## config.mk

```make
export PLATFORM = sky130hd
export DESIGN_NAME = h264_rtp_fu_a_packetizer_flat
export DESIGN_NICKNAME = d
export VERILOG_FILES = /design/src/rtl/hfa_pkg.sv /design/src/rtl/hfa_if.sv /design/src/rtl/h264_rtp_fu_a_packetizer.sv /design/src/rtl/hfa_front.sv /design/src/rtl/hfa_queue.sv /design/src/rtl/hfa_back.sv /design/src/flat_wrapper.sv
export SDC_FILE = /design/constraint.sdc
export NUM_CORES = 1
export LEC_CHECK = 0
export ABC_CLOCK_PERIOD_IN_PS = 5100
export BUFFER_PORTS_ARGS = -buffer_cell sky130_fd_sc_hd__buf_2
export CORE_ASPECT_RATIO = 1.5
export CORE_UTILIZATION = 30
export CTS_CLUSTER_SIZE = 8
export DETAILED_ROUTE_END_ITERATION = 6
export PLACE_DENSITY = 0.56
export SLEW_MARGIN = 20
export SYNTH_ARGS = -nofsm -noshare
export SYNTH_HDL_FRONTEND = slang
export SYNTH_SLANG_ARGS = --single-unit
export TNS_END_PERCENT = 20
```

## constraint.sdc

```tcl
create_clock -name clk_i -period 5.1 [get_ports clk_i]
set_clock_uncertainty 0.05 [all_clocks]
set_input_delay 0.765 -clock clk_i [delete_from_list [all_inputs] [get_ports clk_i]]
set_output_delay 0.765 -clock clk_i [all_outputs]
set_load 0.02 [all_outputs]
```

## src/rtl/hfa_pkg.sv

```systemverilog
// Shared types and constants of the H.264 RTP FU-A packetizer.
// No dependencies; every other file of the block depends on it.
package hfa_pkg;

  localparam int unsigned LEN_W          = 21;
  localparam int unsigned MAXP_W         = 11;
  localparam int unsigned STEP_W         = 17;
  localparam int unsigned SEQ_W          = 16;
  localparam int unsigned TS_W           = 32;
  localparam int unsigned CFG_IDX_W      = 2;
  localparam int unsigned CFG_DATA_W     = 17;
  localparam int unsigned QDEPTH         = 4;
  localparam int unsigned QPTR_W         = $clog2(QDEPTH);
  localparam int unsigned QCNT_W         = $clog2(QDEPTH + 1);

  localparam logic [LEN_W-1:0]  MAX_UNIT_BYTES = LEN_W'(1048576);
  localparam logic [MAXP_W-1:0] MIN_PAYLOAD    = MAXP_W'(16);

  localparam logic [MAXP_W-1:0] MAXP_RESET     = MAXP_W'(1400);
  localparam logic [STEP_W-1:0] STEP_RESET     = STEP_W'(3600);
  localparam logic              SKIP_RESET     = 1'b1;

  localparam logic [CFG_IDX_W-1:0] CFG_MAX_PAYLOAD = 2'd0;
  localparam logic [CFG_IDX_W-1:0] CFG_TS_STEP     = 2'd1;
  localparam logic [CFG_IDX_W-1:0] CFG_SKIP_PSETS  = 2'd2;

  localparam logic [7:0] NRI_MASK   = 8'h60;
  localparam logic [7:0] TYPE_MASK  = 8'h1F;
  localparam logic [7:0] FU_A_TYPE  = 8'd28;
  localparam logic [7:0] FU_S_BIT   = 8'h80;
  localparam logic [7:0] FU_E_BIT   = 8'h40;
  localparam logic [4:0] NAL_SPS    = 5'd7;
  localparam logic [4:0] NAL_PPS    = 5'd8;

  typedef struct packed {
    logic [7:0]       data;
    logic [7:0]       fu_ind;
    logic [7:0]       fu_hdr;
    logic             prefix;
    logic             pkt_end;
    logic             frag;
    logic [SEQ_W-1:0] seq;
    logic [TS_W-1:0]  ts;
  } hfa_cmd_t;

endpackage

```

## src/rtl/hfa_if.sv

```systemverilog
// Channel interfaces of the packetizer: unit bytes in, payload bytes out,
// configuration writes. Depends on hfa_pkg.
interface hfa_in_if;
  logic                      valid;
  logic                      ready;
  logic [7:0]                unit_byte;
  logic [hfa_pkg::LEN_W-1:0] unit_length;
  modport source (output valid, output unit_byte, output unit_length, input ready);
  modport sink (input valid, input unit_byte, input unit_length, output ready);
endinterface

interface hfa_out_if;
  logic                      valid;
  logic                      ready;
  logic [7:0]                payload_byte;
  logic [hfa_pkg::SEQ_W-1:0] sequence_number;
  logic [hfa_pkg::TS_W-1:0]  timestamp;
  logic                      packet_end;
  logic                      fragmented;
  logic                      run_last;
  modport source (output valid, output payload_byte, output sequence_number,
                  output timestamp, output packet_end, output fragmented,
                  output run_last, input ready);
  modport sink (input valid, input payload_byte, input sequence_number,
                input timestamp, input packet_end, input fragmented,
                input run_last, output ready);
endinterface

interface hfa_cfg_if;
  logic                           valid;
  logic                           ready;
  logic [hfa_pkg::CFG_IDX_W-1:0]  index;
  logic [hfa_pkg::CFG_DATA_W-1:0] data;
  modport source (output valid, output index, output data, input ready);
  modport sink (input valid, input index, input data, output ready);
endinterface

```

## src/rtl/h264_rtp_fu_a_packetizer.sv

```systemverilog
// H.264 RTP FU-A packetizer, top level. Takes one NAL unit byte per request
// and gives RTP payload bytes tagged with sequence number and timestamp.
// Unit bytes are accepted one per cycle while the queue has room; each
// fragment start adds the FU indicator and FU header ahead of up to m data
// bytes, m being max_payload (at least 16), and the single output byte
// lane carries one byte per cycle while out_o is ready. A four-entry queue
// lets the input keep flowing while the prefix bytes go out, and a result
// that waits on out_o does not block the input until the queue fills.
// Configuration writes are taken at any time but belong in idle periods.
// Depends on hfa_pkg, hfa_if, hfa_front, hfa_queue and hfa_back.
module h264_rtp_fu_a_packetizer (
  input  logic      clk_i,
  input  logic      rst_ni,
  hfa_in_if.sink    in_i,
  hfa_cfg_if.sink   cfg_i,
  hfa_out_if.source out_o
);
  import hfa_pkg::*;

  logic     push_valid;
  logic     push_ready;
  hfa_cmd_t push_cmd;
  logic     pop_valid;
  logic     pop_ready;
  hfa_cmd_t pop_cmd;

  hfa_front u_front (
    .clk_i        (clk_i),
    .rst_ni       (rst_ni),
    .in_i         (in_i),
    .cfg_i        (cfg_i),
    .push_valid_o (push_valid),
    .push_ready_i (push_ready),
    .push_cmd_o   (push_cmd)
  );

  hfa_queue u_queue (
    .clk_i        (clk_i),
    .rst_ni       (rst_ni),
    .push_valid_i (push_valid),
    .push_ready_o (push_ready),
    .push_cmd_i   (push_cmd),
    .pop_valid_o  (pop_valid),
    .pop_ready_i  (pop_ready),
    .pop_cmd_o    (pop_cmd)
  );

  hfa_back u_back (
    .clk_i       (clk_i),
    .rst_ni      (rst_ni),
    .cmd_valid_i (pop_valid),
    .cmd_ready_o (pop_ready),
    .cmd_i       (pop_cmd),
    .out_o       (out_o)
  );

endmodule

```

## src/rtl/hfa_front.sv

```systemverilog
// Front end: configuration registers, unit tracking and per-byte request
// classification into queue commands. Depends on hfa_pkg and hfa_if.
module hfa_front (
  input  logic              clk_i,
  input  logic              rst_ni,
  hfa_in_if.sink            in_i,
  hfa_cfg_if.sink           cfg_i,
  output logic              push_valid_o,
  input  logic              push_ready_i,
  output hfa_pkg::hfa_cmd_t push_cmd_o
);
  import hfa_pkg::*;

  logic [MAXP_W-1:0] max_payload_q;
  logic [STEP_W-1:0] ts_step_q;
  logic              skip_q;

  logic [LEN_W-1:0]  remain_q, remain_d;
  logic [7:0]        header_q, header_d;
  logic [MAXP_W-1:0] unit_max_q, unit_max_d;
  logic              split_q, split_d;
  logic [MAXP_W-1:0] frag_off_q, frag_off_d;
  logic              first_frag_q, first_frag_d;
  logic [SEQ_W-1:0]  seq_q, seq_d;
  logic [TS_W-1:0]   ts_q, ts_d;

  logic              accept;
  logic              emit;
  logic              unit_done;
  logic [7:0]        unit_hdr;
  logic [LEN_W-1:0]  len;
  logic [MAXP_W-1:0] m_eff;
  logic [MAXP_W:0]   off_inc;
  logic [7:0]        fh;

  assign cfg_i.ready = 1'b1;
  assign in_i.ready  = push_ready_i;
  assign accept      = in_i.valid && in_i.ready;

  always_ff @(posedge clk_i or negedge rst_ni) begin
    if (!rst_ni) begin
      max_payload_q <= MAXP_RESET;
      ts_step_q     <= STEP_RESET;
      skip_q        <= SKIP_RESET;
    end else if (cfg_i.valid) begin
      unique case (cfg_i.index)
        CFG_MAX_PAYLOAD: max_payload_q <= cfg_i.data[MAXP_W-1:0];
        CFG_TS_STEP:     ts_step_q     <= cfg_i.data[STEP_W-1:0];
        CFG_SKIP_PSETS:  skip_q        <= cfg_i.data[0];
        default: ;
      endcase
    end
  end

  always_comb begin
    len = in_i.unit_length;
    if (len == '0) begin
      len = LEN_W'(1);
    end else if (len > MAX_UNIT_BYTES) begin
      len = MAX_UNIT_BYTES;
    end
    m_eff   = (max_payload_q < MIN_PAYLOAD) ? MIN_PAYLOAD : max_payload_q;
    off_inc = {1'b0, frag_off_q} + (MAXP_W+1)'(1);
    fh      = header_q & TYPE_MASK;
    if (remain_q <= LEN_W'(unit_max_q)) begin
      fh = fh | FU_E_BIT;
    end else if (first_frag_q) begin
      fh = fh | FU_S_BIT;
    end

    remain_d     = remain_q;
    header_d     = header_q;
    unit_max_d   = unit_max_q;
    split_d      = split_q;
    frag_off_d   = frag_off_q;
    first_frag_d = first_frag_q;
    unit_hdr     = header_q;
    unit_done    = 1'b0;
    emit         = 1'b0;

    push_cmd_o.data    = in_i.unit_byte;
    push_cmd_o.fu_ind  = (header_q & NRI_MASK) | FU_A_TYPE;
    push_cmd_o.fu_hdr  = fh;
    push_cmd_o.prefix  = 1'b0;
    push_cmd_o.pkt_end = 1'b0;
    push_cmd_o.frag    = 1'b0;
    push_cmd_o.seq     = seq_q;
    push_cmd_o.ts      = ts_q;

    if (remain_q == '0) begin
      header_d     = in_i.unit_byte;
      unit_hdr     = in_i.unit_byte;
      unit_max_d   = m_eff;
      split_d      = len > LEN_W'(m_eff);
      frag_off_d   = '0;
      first_frag_d = 1'b1;
      remain_d     = len - LEN_W'(1);
      unit_done    = (len == LEN_W'(1));
      emit         = !split_d;
      push_cmd_o.pkt_end = unit_done;
    end else begin
      remain_d  = remain_q - LEN_W'(1);
      unit_done = (remain_q == LEN_W'(1));
      emit      = 1'b1;
      if (!split_q) begin
        push_cmd_o.pkt_end = unit_done;
      end else begin
        push_cmd_o.frag    = 1'b1;
        push_cmd_o.prefix  = (frag_off_q == '0);
        push_cmd_o.pkt_end = (off_inc >= {1'b0, unit_max_q}) || unit_done;
        if (push_cmd_o.pkt_end) begin
          frag_off_d   = '0;
          first_frag_d = 1'b0;
        end else begin
          frag_off_d = off_inc[MAXP_W-1:0];
        end
      end
    end
    if (unit_done) begin
      frag_off_d = '0;
    end

    seq_d = seq_q;
    ts_d  = ts_q;
    if (accept) begin
      if (emit && push_cmd_o.pkt_end) begin
        seq_d = seq_q + SEQ_W'(1);
      end
      if (unit_done && !(skip_q && (unit_hdr[4:0] == NAL_SPS ||
                                    unit_hdr[4:0] == NAL_PPS))) begin
        ts_d = ts_q + TS_W'(ts_step_q);
      end
    end
  end

  assign push_valid_o = accept && emit;

  always_ff @(posedge clk_i or negedge rst_ni) begin
    if (!rst_ni) begin
      remain_q     <= '0;
      header_q     <= '0;
      unit_max_q   <= '0;
      split_q      <= 1'b0;
      frag_off_q   <= '0;
      first_frag_q <= 1'b0;
      seq_q        <= '0;
      ts_q         <= '0;
    end else begin
      seq_q <= seq_d;
      ts_q  <= ts_d;
      if (accept) begin
        remain_q     <= remain_d;
        header_q     <= header_d;
        unit_max_q   <= unit_max_d;
        split_q      <= split_d;
        frag_off_q   <= frag_off_d;
        first_frag_q <= first_frag_d;
      end
    end
  end

endmodule

```

## src/rtl/hfa_queue.sv

```systemverilog
// Command queue between front and back end, QDEPTH (four) entries deep.
// Depends on hfa_pkg.
module hfa_queue (
  input  logic              clk_i,
  input  logic              rst_ni,
  input  logic              push_valid_i,
  output logic              push_ready_o,
  input  hfa_pkg::hfa_cmd_t push_cmd_i,
  output logic              pop_valid_o,
  input  logic              pop_ready_i,
  output hfa_pkg::hfa_cmd_t pop_cmd_o
);
  import hfa_pkg::*;

  hfa_cmd_t          mem_q [QDEPTH];
  logic [QPTR_W-1:0] wr_ptr_q;
  logic [QPTR_W-1:0] rd_ptr_q;
  logic [QCNT_W-1:0] count_q, count_d;
  logic              push;
  logic              pop;

  assign push_ready_o = (count_q < QCNT_W'(QDEPTH));
  assign pop_valid_o  = (count_q != '0);
  assign push         = push_valid_i && push_ready_o;
  assign pop          = pop_valid_o && pop_ready_i;
  assign pop_cmd_o    = mem_q[rd_ptr_q];

  always_comb begin
    count_d = count_q;
    if (push && !pop) begin
      count_d = count_q + QCNT_W'(1);
    end else if (pop && !push) begin
      count_d = count_q - QCNT_W'(1);
    end
  end

  always_ff @(posedge clk_i) begin
    if (push) begin
      mem_q[wr_ptr_q] <= push_cmd_i;
    end
  end

  always_ff @(posedge clk_i or negedge rst_ni) begin
    if (!rst_ni) begin
      wr_ptr_q <= '0;
      rd_ptr_q <= '0;
      count_q  <= '0;
    end else begin
      count_q <= count_d;
      if (push) begin
        wr_ptr_q <= wr_ptr_q + QPTR_W'(1);
      end
      if (pop) begin
        rd_ptr_q <= rd_ptr_q + QPTR_W'(1);
      end
    end
  end

`ifndef SYNTHESIS
  a_count_bound: assert property (@(posedge clk_i) disable iff (!rst_ni)
    count_q <= QCNT_W'(QDEPTH))
    else $error("queue count exceeds depth");

  a_count_push: assert property (@(posedge clk_i) disable iff (!rst_ni)
    (push && !pop) |=> (count_q == $past(count_q) + QCNT_W'(1)))
    else $error("queue count missed a push");
`endif

endmodule

```

## src/rtl/hfa_back.sv

```systemverilog
// Back end: expands queue commands into FU indicator, FU header and data
// bytes through a registered output stage. Depends on hfa_pkg and hfa_if.
module hfa_back (
  input  logic              clk_i,
  input  logic              rst_ni,
  input  logic              cmd_valid_i,
  output logic              cmd_ready_o,
  input  hfa_pkg::hfa_cmd_t cmd_i,
  hfa_out_if.source         out_o
);
  import hfa_pkg::*;

  localparam logic [1:0] PH_FIRST = 2'd0;
  localparam logic [1:0] PH_HDR   = 2'd1;
  localparam logic [1:0] PH_DATA  = 2'd2;

  logic [1:0]       phase_q, phase_d;
  logic             ovalid_q, ovalid_d;
  logic [7:0]       obyte_q, obyte_d;
  logic [SEQ_W-1:0] oseq_q;
  logic [TS_W-1:0]  ots_q;
  logic             oend_q, oend_d;
  logic             ofrag_q;
  logic             olast_q, olast_d;
  logic             load;

  assign load = !ovalid_q || out_o.ready;

  always_comb begin
    phase_d     = phase_q;
    ovalid_d    = ovalid_q;
    obyte_d     = cmd_i.data;
    oend_d      = cmd_i.pkt_end;
    olast_d     = 1'b1;
    cmd_ready_o = 1'b0;
    if (load) begin
      ovalid_d = cmd_valid_i;
      if (cmd_valid_i) begin
        unique case (phase_q)
          PH_FIRST: begin
            if (cmd_i.prefix) begin
              obyte_d = cmd_i.fu_ind;
              oend_d  = 1'b0;
              olast_d = 1'b0;
              phase_d = PH_HDR;
            end else begin
              cmd_ready_o = 1'b1;
            end
          end
          PH_HDR: begin
            obyte_d = cmd_i.fu_hdr;
            oend_d  = 1'b0;
            olast_d = 1'b0;
            phase_d = PH_DATA;
          end
          PH_DATA: begin
            cmd_ready_o = 1'b1;
            phase_d     = PH_FIRST;
          end
          default: begin
            phase_d = PH_FIRST;
          end
        endcase
      end
    end
  end

  always_ff @(posedge clk_i or negedge rst_ni) begin
    if (!rst_ni) begin
      phase_q  <= PH_FIRST;
      ovalid_q <= 1'b0;
    end else begin
      phase_q  <= phase_d;
      ovalid_q <= ovalid_d;
    end
  end

  always_ff @(posedge clk_i) begin
    if (load && cmd_valid_i) begin
      obyte_q <= obyte_d;
      oseq_q  <= cmd_i.seq;
      ots_q   <= cmd_i.ts;
      oend_q  <= oend_d;
      ofrag_q <= cmd_i.frag;
      olast_q <= olast_d;
    end
  end

  assign out_o.valid           = ovalid_q;
  assign out_o.payload_byte    = obyte_q;
  assign out_o.sequence_number = oseq_q;
  assign out_o.timestamp       = ots_q;
  assign out_o.packet_end      = oend_q;
  assign out_o.fragmented      = ofrag_q;
  assign out_o.run_last        = olast_q;

`ifndef SYNTHESIS
  a_prefix_holds_cmd: assert property (@(posedge clk_i) disable iff (!rst_ni)
    (phase_q != PH_FIRST) |-> cmd_valid_i)
    else $error("prefix in progress without a queued command");

  a_end_on_data: assert property (@(posedge clk_i) disable iff (!rst_ni)
    (ovalid_q && oend_q) |-> olast_q)
    else $error("packet end on a prefix byte");
`endif

endmodule
```

## src/flat_wrapper.sv

```systemverilog
// flat-port wrapper written by rule: the top's interface ports become plain ports
module h264_rtp_fu_a_packetizer_flat import hfa_pkg::*;
  (clk_i, rst_ni, in_i_valid, in_i_unit_byte, in_i_unit_length, in_i_ready, cfg_i_valid, cfg_i_index, cfg_i_data, cfg_i_ready, out_o_valid, out_o_payload_byte, out_o_sequence_number, out_o_timestamp, out_o_packet_end, out_o_fragmented, out_o_run_last, out_o_ready);
  hfa_in_if in_i_i ();
  hfa_cfg_if cfg_i_i ();
  hfa_out_if out_o_i ();
  input  logic clk_i;
  input  logic rst_ni;
  input wire logic [$bits(in_i_i.valid)-1:0] in_i_valid;
  input wire logic [$bits(in_i_i.unit_byte)-1:0] in_i_unit_byte;
  input wire logic [$bits(in_i_i.unit_length)-1:0] in_i_unit_length;
  output wire logic [$bits(in_i_i.ready)-1:0] in_i_ready;
  input wire logic [$bits(cfg_i_i.valid)-1:0] cfg_i_valid;
  input wire logic [$bits(cfg_i_i.index)-1:0] cfg_i_index;
  input wire logic [$bits(cfg_i_i.data)-1:0] cfg_i_data;
  output wire logic [$bits(cfg_i_i.ready)-1:0] cfg_i_ready;
  output wire logic [$bits(out_o_i.valid)-1:0] out_o_valid;
  output wire logic [$bits(out_o_i.payload_byte)-1:0] out_o_payload_byte;
  output wire logic [$bits(out_o_i.sequence_number)-1:0] out_o_sequence_number;
  output wire logic [$bits(out_o_i.timestamp)-1:0] out_o_timestamp;
  output wire logic [$bits(out_o_i.packet_end)-1:0] out_o_packet_end;
  output wire logic [$bits(out_o_i.fragmented)-1:0] out_o_fragmented;
  output wire logic [$bits(out_o_i.run_last)-1:0] out_o_run_last;
  input wire logic [$bits(out_o_i.ready)-1:0] out_o_ready;
  assign in_i_i.valid = in_i_valid;
  assign in_i_i.unit_byte = in_i_unit_byte;
  assign in_i_i.unit_length = in_i_unit_length;
  assign in_i_ready = in_i_i.ready;
  assign cfg_i_i.valid = cfg_i_valid;
  assign cfg_i_i.index = cfg_i_index;
  assign cfg_i_i.data = cfg_i_data;
  assign cfg_i_ready = cfg_i_i.ready;
  assign out_o_valid = out_o_i.valid;
  assign out_o_payload_byte = out_o_i.payload_byte;
  assign out_o_sequence_number = out_o_i.sequence_number;
  assign out_o_timestamp = out_o_i.timestamp;
  assign out_o_packet_end = out_o_i.packet_end;
  assign out_o_fragmented = out_o_i.fragmented;
  assign out_o_run_last = out_o_i.run_last;
  assign out_o_i.ready = out_o_ready;
  h264_rtp_fu_a_packetizer u_core (.clk_i(clk_i), .rst_ni(rst_ni), .in_i(in_i_i), .cfg_i(cfg_i_i), .out_o(out_o_i));
endmodule
```

# ---- Word-level counts from Yosys, hierarchy flattened
# Memory sizes are Yosys's and may differ from the RTL's.
# Cells that the tools add are included.
dict set report classes {
  div_mod_pow 0
  add_sub_neg 9
  n_lt_le_gt_ge 6
  shifts 0
  bitwise 0
  eq_ne 9
  multipliers 0
  n_mux 41
  reduce_logical 38
}
# cell n
set op_table {}
lappend op_table {{$mux W21} 3}
lappend op_table {{$mux W11} 5}
lappend op_table {{$eq A21 B1 Y1 const B} 2}
lappend op_table {{$logic_not A21 Y1} 2}
lappend op_table {{$sub A21 B1 Y21 const B} 2}
lappend op_table {{$mux W8} 5}
lappend op_table {{$add A32 B17 Y32} 1}
lappend op_table {{$gt A21 B11 Y1} 1}
lappend op_table {{$gt A21 B21 Y1 const B} 1}
lappend op_table {{$le A21 B11 Y1} 1}
lappend op_table {{$mux W1} 19}
lappend op_table {{$add A16 B1 Y16 const B} 1}
lappend op_table {{$pmux W8 S2} 1}
lappend op_table {{$reduce_and A2 Y1} 8}
lappend op_table {{$add A11 B1 Y12 const B} 1}
lappend op_table {{$ge A12 B11 Y1} 1}
lappend op_table {{$logic_not A11 Y1} 1}
lappend op_table {{$lt A11 B5 Y1 const B} 1}
lappend op_table {{$logic_and A1 B1 Y1} 10}
lappend op_table {{$mux W3} 2}
lappend op_table {{$pmux W1 S2} 3}
lappend op_table {{$reduce_and A3 Y1} 2}
lappend op_table {{$reduce_bool A2 Y1} 3}
lappend op_table {{$reduce_bool A3 Y1} 2}
lappend op_table {{other kinds (15)} 25}
dict set report word_totals {
  mem_bits_ro 0
  latch_bits 0
  ram_bits 276
  memories 1
  regBits 198
  out_inout_bits 62
  inputBits 53
}
# memory words width read_ports rd_clocked_by_memory_dff write_ports line_no
set mem_list {}
lappend mem_list {u_core.u_queue.mem_q 4 69 1 0 1 hfa_queue.sv:15} ;# hfa_cmd_t mem_q [QDEPTH];

# ---- Depth between registers and ports, before layout
dict set report logic_depth {
  depth_word 12
  mapped_depth 19
  mapped_depth_nobuf 19
}

# ---- Cells and area by module
# From an unflattened synthesis, not the netlist that was laid out.
dict set report hier_totals {
  cells_unflattened 1459
  area_unflattened_um2 21763.4
}
# module instances cells_each area_per_inst_um2 seq_area_each_um2
set by_module_without_submodules {}
lappend by_module_without_submodules {hfa_queue 1 428 11254.5 9183.8}
lappend by_module_without_submodules {hfa_front 1 906 8282.9 3241.9}
lappend by_module_without_submodules {hfa_back 1 125 2225.9 1846.8}

# ---- Worst setup path before layout
# OpenSTA, ideal clock, no wires.
dict set report synth_timing {
  kind {input -> register}
  from {input port in_i_unit_length[6]}
  to {memory u_core.u_queue.mem_q[0][0] (netlist name), enable pin}
  setup_slack_ns -0.474
  cell_stages 12
  path_buffers 1
  arrival_time_ns 5.090
  setup_time_ns 0.433
  path_cell_list {or4_4 > nor4_4 > a31o_2 > clkbuf_1 > and2_1 > ha_1 > a21o_1 > a221oi_1 > and4bb_1 > a21oi_1 > a21oi_2 > and2_1}
}
dict set report synth_between {
  elab_chain_cells 10
}
# element line_no
set synth_rtl {}
lappend synth_rtl {{start, declared} flat_wrapper.sv:11} ;# input wire logic [$bits(in_i_i.unit_length)-1:0] in_i_unit_length;
lappend synth_rtl {{$gt A21 B21 Y1} hfa_front.sv:59} ;# end else if (len > MAX_UNIT_BYTES) begin
lappend synth_rtl {{$mux W21} hfa_front.sv:59}
lappend synth_rtl {{$mux W21 (*)} hfa_front.sv:57} ;# if (len == '0) begin
lappend synth_rtl {{$gt A21 B11 Y1 (*)} hfa_front.sv:94} ;# split_d = len > LEN_W'(m_eff);
lappend synth_rtl {{$logic_not A1 Y1 (*)} hfa_front.sv:99} ;# emit = !split_d;
lappend synth_rtl {{$mux W1 (*)} hfa_front.sv:90} ;# if (remain_q == '0) begin
lappend synth_rtl {{$logic_and A1 B1 Y1 (*)} hfa_front.sv:136} ;# assign push_valid_o = accept && emit;
lappend synth_rtl {{$logic_and A1 B1 Y1 (*)} hfa_queue.sv:24} ;# assign push = push_valid_i && push_ready_o;
lappend synth_rtl {{net u_core.u_queue.push} hfa_queue.sv:19} ;# logic push;
lappend synth_rtl {{$mux W1 (*)} hfa_queue.sv:38} ;# if (push) begin
lappend synth_rtl {{$mux W1 (not written as such) (*)} hfa_queue.sv:39} ;# mem_q[wr_ptr_q] <= push_cmd_i;
lappend synth_rtl {{end, declared} hfa_queue.sv:15}
# The timed path passes the listed nets; every way through them passes the cells marked *.

# ---- Worst setup path after layout
dict set report layout_timing {
  from {input port in_i_unit_length[17]}
  to {register u_core.u_queue.count_q[2]}
}
dict set report layout_between {
  elab_chain_cells 11
}
# element line_no
set layout_rtl {}
lappend layout_rtl {{$gt A21 B21 Y1} hfa_front.sv:59}
lappend layout_rtl {{$mux W21} hfa_front.sv:59}
lappend layout_rtl {{$mux W21 (*)} hfa_front.sv:57}
lappend layout_rtl {{$gt A21 B11 Y1 (*)} hfa_front.sv:94}
lappend layout_rtl {{$logic_not A1 Y1 (*)} hfa_front.sv:99}
lappend layout_rtl {{$mux W1 (*)} hfa_front.sv:90}
lappend layout_rtl {{$logic_and A1 B1 Y1 (*)} hfa_front.sv:136}
lappend layout_rtl {{$logic_and A1 B1 Y1 (*)} hfa_queue.sv:24}
lappend layout_rtl {{net u_core.u_queue.push} hfa_queue.sv:19}
lappend layout_rtl {{$logic_not A1 Y1} hfa_queue.sv:32} ;# end else if (pop && !push) begin
lappend layout_rtl {{$logic_and A1 B1 Y1} hfa_queue.sv:32}
lappend layout_rtl {{$reduce_bool A2 Y1 (no source line)} n/a}
lappend layout_rtl {{end signal, assigned} hfa_queue.sv:49} ;# count_q <= count_d;
lappend layout_rtl {{end, declared} hfa_queue.sv:18} ;# logic [QCNT_W-1:0] count_q, count_d;
# Marked as above.
# A chain may end at the register's enable or synchronous reset.

==> run_results.csv <==
group,metric,value,unit
run_status,status,"complete, no violations",
critical_path,critPathMaxFanout,5,
synthesis,yosysMostFrequentCell,"edfxtp_1",
sta,min_period,4.29,ns
pwr,power,13500,uW
global_route,grt_use_total,0.137,
final_layout,fillers,6447,
flow_run,maxCapViolations,0,
synthesis,ys_seq_area_frac,0.656,
global_route,grt_first_pass_wirelength,73700,um
route,vias,12100,
route,avgRoutedWirePerCell,18.6,um
synthesis,syn_area_per_cell,14.7,um2
synthesis,synth-edff-count,331,
final_layout,drive_gt1_frac,0.227,
synthesis,yosysTopAreaCell,"edfxtp_1",
final_layout,final_cells,2497,
sta,worstMarginPinSlew,1.03,ns
clock_network,postCtsResizedCells,0,
clock_network,post-cts-setup-buffers,0,
critical_path,reg2reg_from,"u_core.u_front.frag_off_q[0]$_DFFE_PN0P_",
floorplan,core-area,0.0671,mm2
sta,fmax,233,MHz
clock_network,clk_transition_reported_paths,0.05,ns
critical_path,start_kind,"input pin",
synthesis,synth-seq-cells,470,
pwr,p_int,9260,uW
clock_network,cts_sinks,470,
route,wl,46500,um
sta,rsz0062_at_grt,"no",
clock_network,h-tree-depth,3,
synthesis,post_synth_inst_count,1390,
global_route,grt_pass1_vias,12900,
route,vias_per_cell,4.85,
clock_network,clk_latency,0.59,ns
synthesis,async_reset_ff_frac,0.296,
clock_network,cts_buffers,68,
clock_network,cts_tree,"built",
global_route,antenna_found_initial,3,
floorplan,dieHeight,322,um
synthesis,syn-num-nets,1507,
critical_path,end_kind,"flop",
floorplan,rows,116,
pwr,peakVddDrop,0.273,mV
route,dr.pass1.iters,5,
synthesis,netlist-cell-type-count,82,
sta,slew_headroom,0.315,
route,postRouteAntennaNets,0,
sta,slew_viol_final,0,
clock_network,cts_buffer_depth,3,
floorplan,num_io_pins,115,
pwr,p_sw_frac,0.312,
floorplan,dieArea,0.0693,mm2
floorplan,fp.dieW,215,um
global_route,grt_max_degree,72,
placement,port_buffers,113,
final_layout,stdcell_area,0.0243,mm2
sta,fin_ws,0.812,ns
final_layout,antennaDiodeCount,0,
critical_path,critPathLaunch,"in_i_unit_length[17]",
synthesis,yosys_warnings,0,
pwr,p_seq_frac,0.428,
critical_path,worst_ep_arrival_time,4.74,ns
floorplan,initial_utilization,0.305,
placement,pre_cts_slack,0.327,ns
synthesis,ys_top_cells_by_count,"edfxtp_1, nand2_1, dfrtp_1",
sta,setup_violations,0,
global_route,grt-ovfl-total,0,
placement,routabilityCongestion,0.895,
synthesis,synthFlopType,"edfxtp_1",
pwr,p_per_area,555,mW/mm2
pwr,power.leakage,0.00923,uW
critical_path,crit_required,5.55,ns
pwr,clkPwrFrac,0.310,
placement,placed_area,0.0222,mm2
placement,dp_hpwl,32000,um
final_layout,final_net_count,1674,
synthesis,synth_top_area_frac,0.486,
synthesis,ys_top_cells_by_area,"edfxtp_1, dfrtp_1, mux4_2, ha_1, nand2_1",
clock_network,cts_hold_buf,0,
final_layout,post-route-util,0.362,
hold_path,hp-class,"input pin to asynchronous set/reset pin",
route,drc,0,
final_layout,area.growth.synth_to_final,18.5,%
sta,fin_crit_sh,0.841,
clock_network,cts-root-buf,"clkbuf_16",
sta,finalHoldViolCount,0,
pwr,pwr-share-comb,0.262,
synthesis,syn-cell-area,0.0205,mm2
placement,place_inst,2372,
pwr,p_switching,4200,uW
critical_path,path_class,"input pin to flop",
route,drt_iter0_drc,602,
[worst paths after layout]
check                                                                to  slack (ns)  depth (start not counted)
min in group clk_i                u_core.u_queue.mem_q[3][68]$_DFFE_PP_        0.36                          1
max in group asynchronous  u_core.u_front.max_payload_q[10]$_DFFE_PN1P_        3.77                          2
setup / recovery                  u_core.u_queue.count_q[2]$_DFFE_PN0P_        0.81                         20
hold reg to reg                u_core.u_front.unit_max_q[1]$_DFFE_PN0P_        0.44                          2
setup reg to reg                   u_core.u_front.seq_q[10]$_DFFE_PN0P_        1.05                         14
hold / removal                    u_core.u_back.out_o.valid$_DFFE_PN0N_        0.17                          1
[per-stage QoR]
stage               TNS, ns  hold slack, ns
finish                    0           0.173
global route              0           0.218
CTS                       0           0.189
detailed placement        0           0.430
global placement          0           0.424
floorplan            -96.62           0.400
[flip-flops by register name, indices dropped and copies added, names as in the netlist, 2 cells and up]
name	flops
u_core.u_back.out_o.payload_byte	8
u_core.u_back.out_o.sequence_number	16
u_core.u_back.out_o.timestamp	32
u_core.u_back.phase_q	2
u_core.u_front.frag_off_q	11
u_core.u_front.header_q	7
u_core.u_front.max_payload_q	11
u_core.u_front.remain_q	21
u_core.u_front.seq_q	16
u_core.u_front.ts_q	32
u_core.u_front.ts_step_q	17
u_core.u_front.unit_max_q	11
u_core.u_queue.count_q	3
u_core.u_queue.mem_q	272
u_core.u_queue.rd_ptr_q	2
u_core.u_queue.wr_ptr_q	2
[logic make-up (layout without fill, tap and decap cells)]
group | count (synthesis) | in the layout | share of synthesized area
flops | 470 | 470 | 0.656
xor+xnor | 61 | 61 | 0.0261
simple gates | 384 | 384 | 0.0996
compound gates | 218 | 218 | 0.0690
fa+ha+maj | 64 | 64 | 0.0399
buf+inv | 94 | 316 | 0.0178
mux | 98 | 98 | 0.0913
other cells | 1 | 1 | 0.000183
[cell usage in the layout, fill, tap and decap left out, types with 8 or more instances in the layout]
| cell type | count |
|---|---|
| buf_2 | 112 |
| dfstp_2 | 11 |
| ha_1 | 62 |
| nand3_1 | 31 |
| or3_1 | 9 |
| clkbuf_16 | 71 |
| mux4_2 | 68 |
| and3_1 | 12 |
| a21o_1 | 8 |
| nor2_1 | 58 |
| inv_1 | 48 |
| and2_1 | 12 |
| xnor2_1 | 21 |
| nand4_1 | 15 |
| buf_4 | 25 |
| nand2_1 | 132 |
| a21oi_1 | 47 |
| nor2b_1 | 17 |
| nor4_1 | 10 |
| xor2_1 | 40 |
| dfrtp_1 | 126 |
| edfxtp_1 | 331 |
| mux2_2 | 29 |
| o21ai_0 | 78 |
| nor3_1 | 29 |
| o31ai_1 | 9 |
| clkbuf_1 | 50 |
[worst max-delay path, stage by stage]
cell and delay [ns]:
buf_2 0.13, or3_1 0.38, nor3_1 0.49, and3_4 0.30, nor2_1 0.04, nor2_1 0.13, inv_1 0.08, ha_1 0.28
nand3_1 0.07, nor3_1 0.13, nand3_1 0.10, o31ai_1 0.35, a21oi_1 0.17, a21oi_2 0.24, ha_1 0.22, inv_1 0.07
fa_1 0.38, xor2_1 0.17, nor2_1 0.12, xnor2_1 0.12
[power by group through the flow]
stage / clock [uW] / sequential [uW] / combinational [uW]
CTS: 4300 / 5790 / 3620
floorplan: 0 / 5910 / 2250
detailed placement: 0 / 5850 / 3600
global placement: 0 / 5810 / 3550
global route: 4450 / 5890 / 3900
finish: 4170 / 5770 / 3520
[per-layer routing]
metal,GRT usage,part of all wire,up-vias
met5,0,0.00090,-
met4,0.0498,0.025,6
met3,0.0266,0.043,78
met2,0.246,0.52,277
met1,0.160,0.41,6080
li1,-,-,5663
[cell type report]
cell class | instances | area [um2] | area share
Clock inverter | 4 | 50.0 | 0.00206
Inverter | 49 | 184 | 0.00758
Clock buffer | 121 | 1960 | 0.0810
Timing Repair Buffer | 142 | 840 | 0.0346
Multi-Input combinational cell | 826 | 6680 | 0.275
Tap cell | 885 | 1110 | 0.0456
Sequential cell | 470 | 13400 | 0.554
Note: power is estimated with default switching activity, not from simulation.
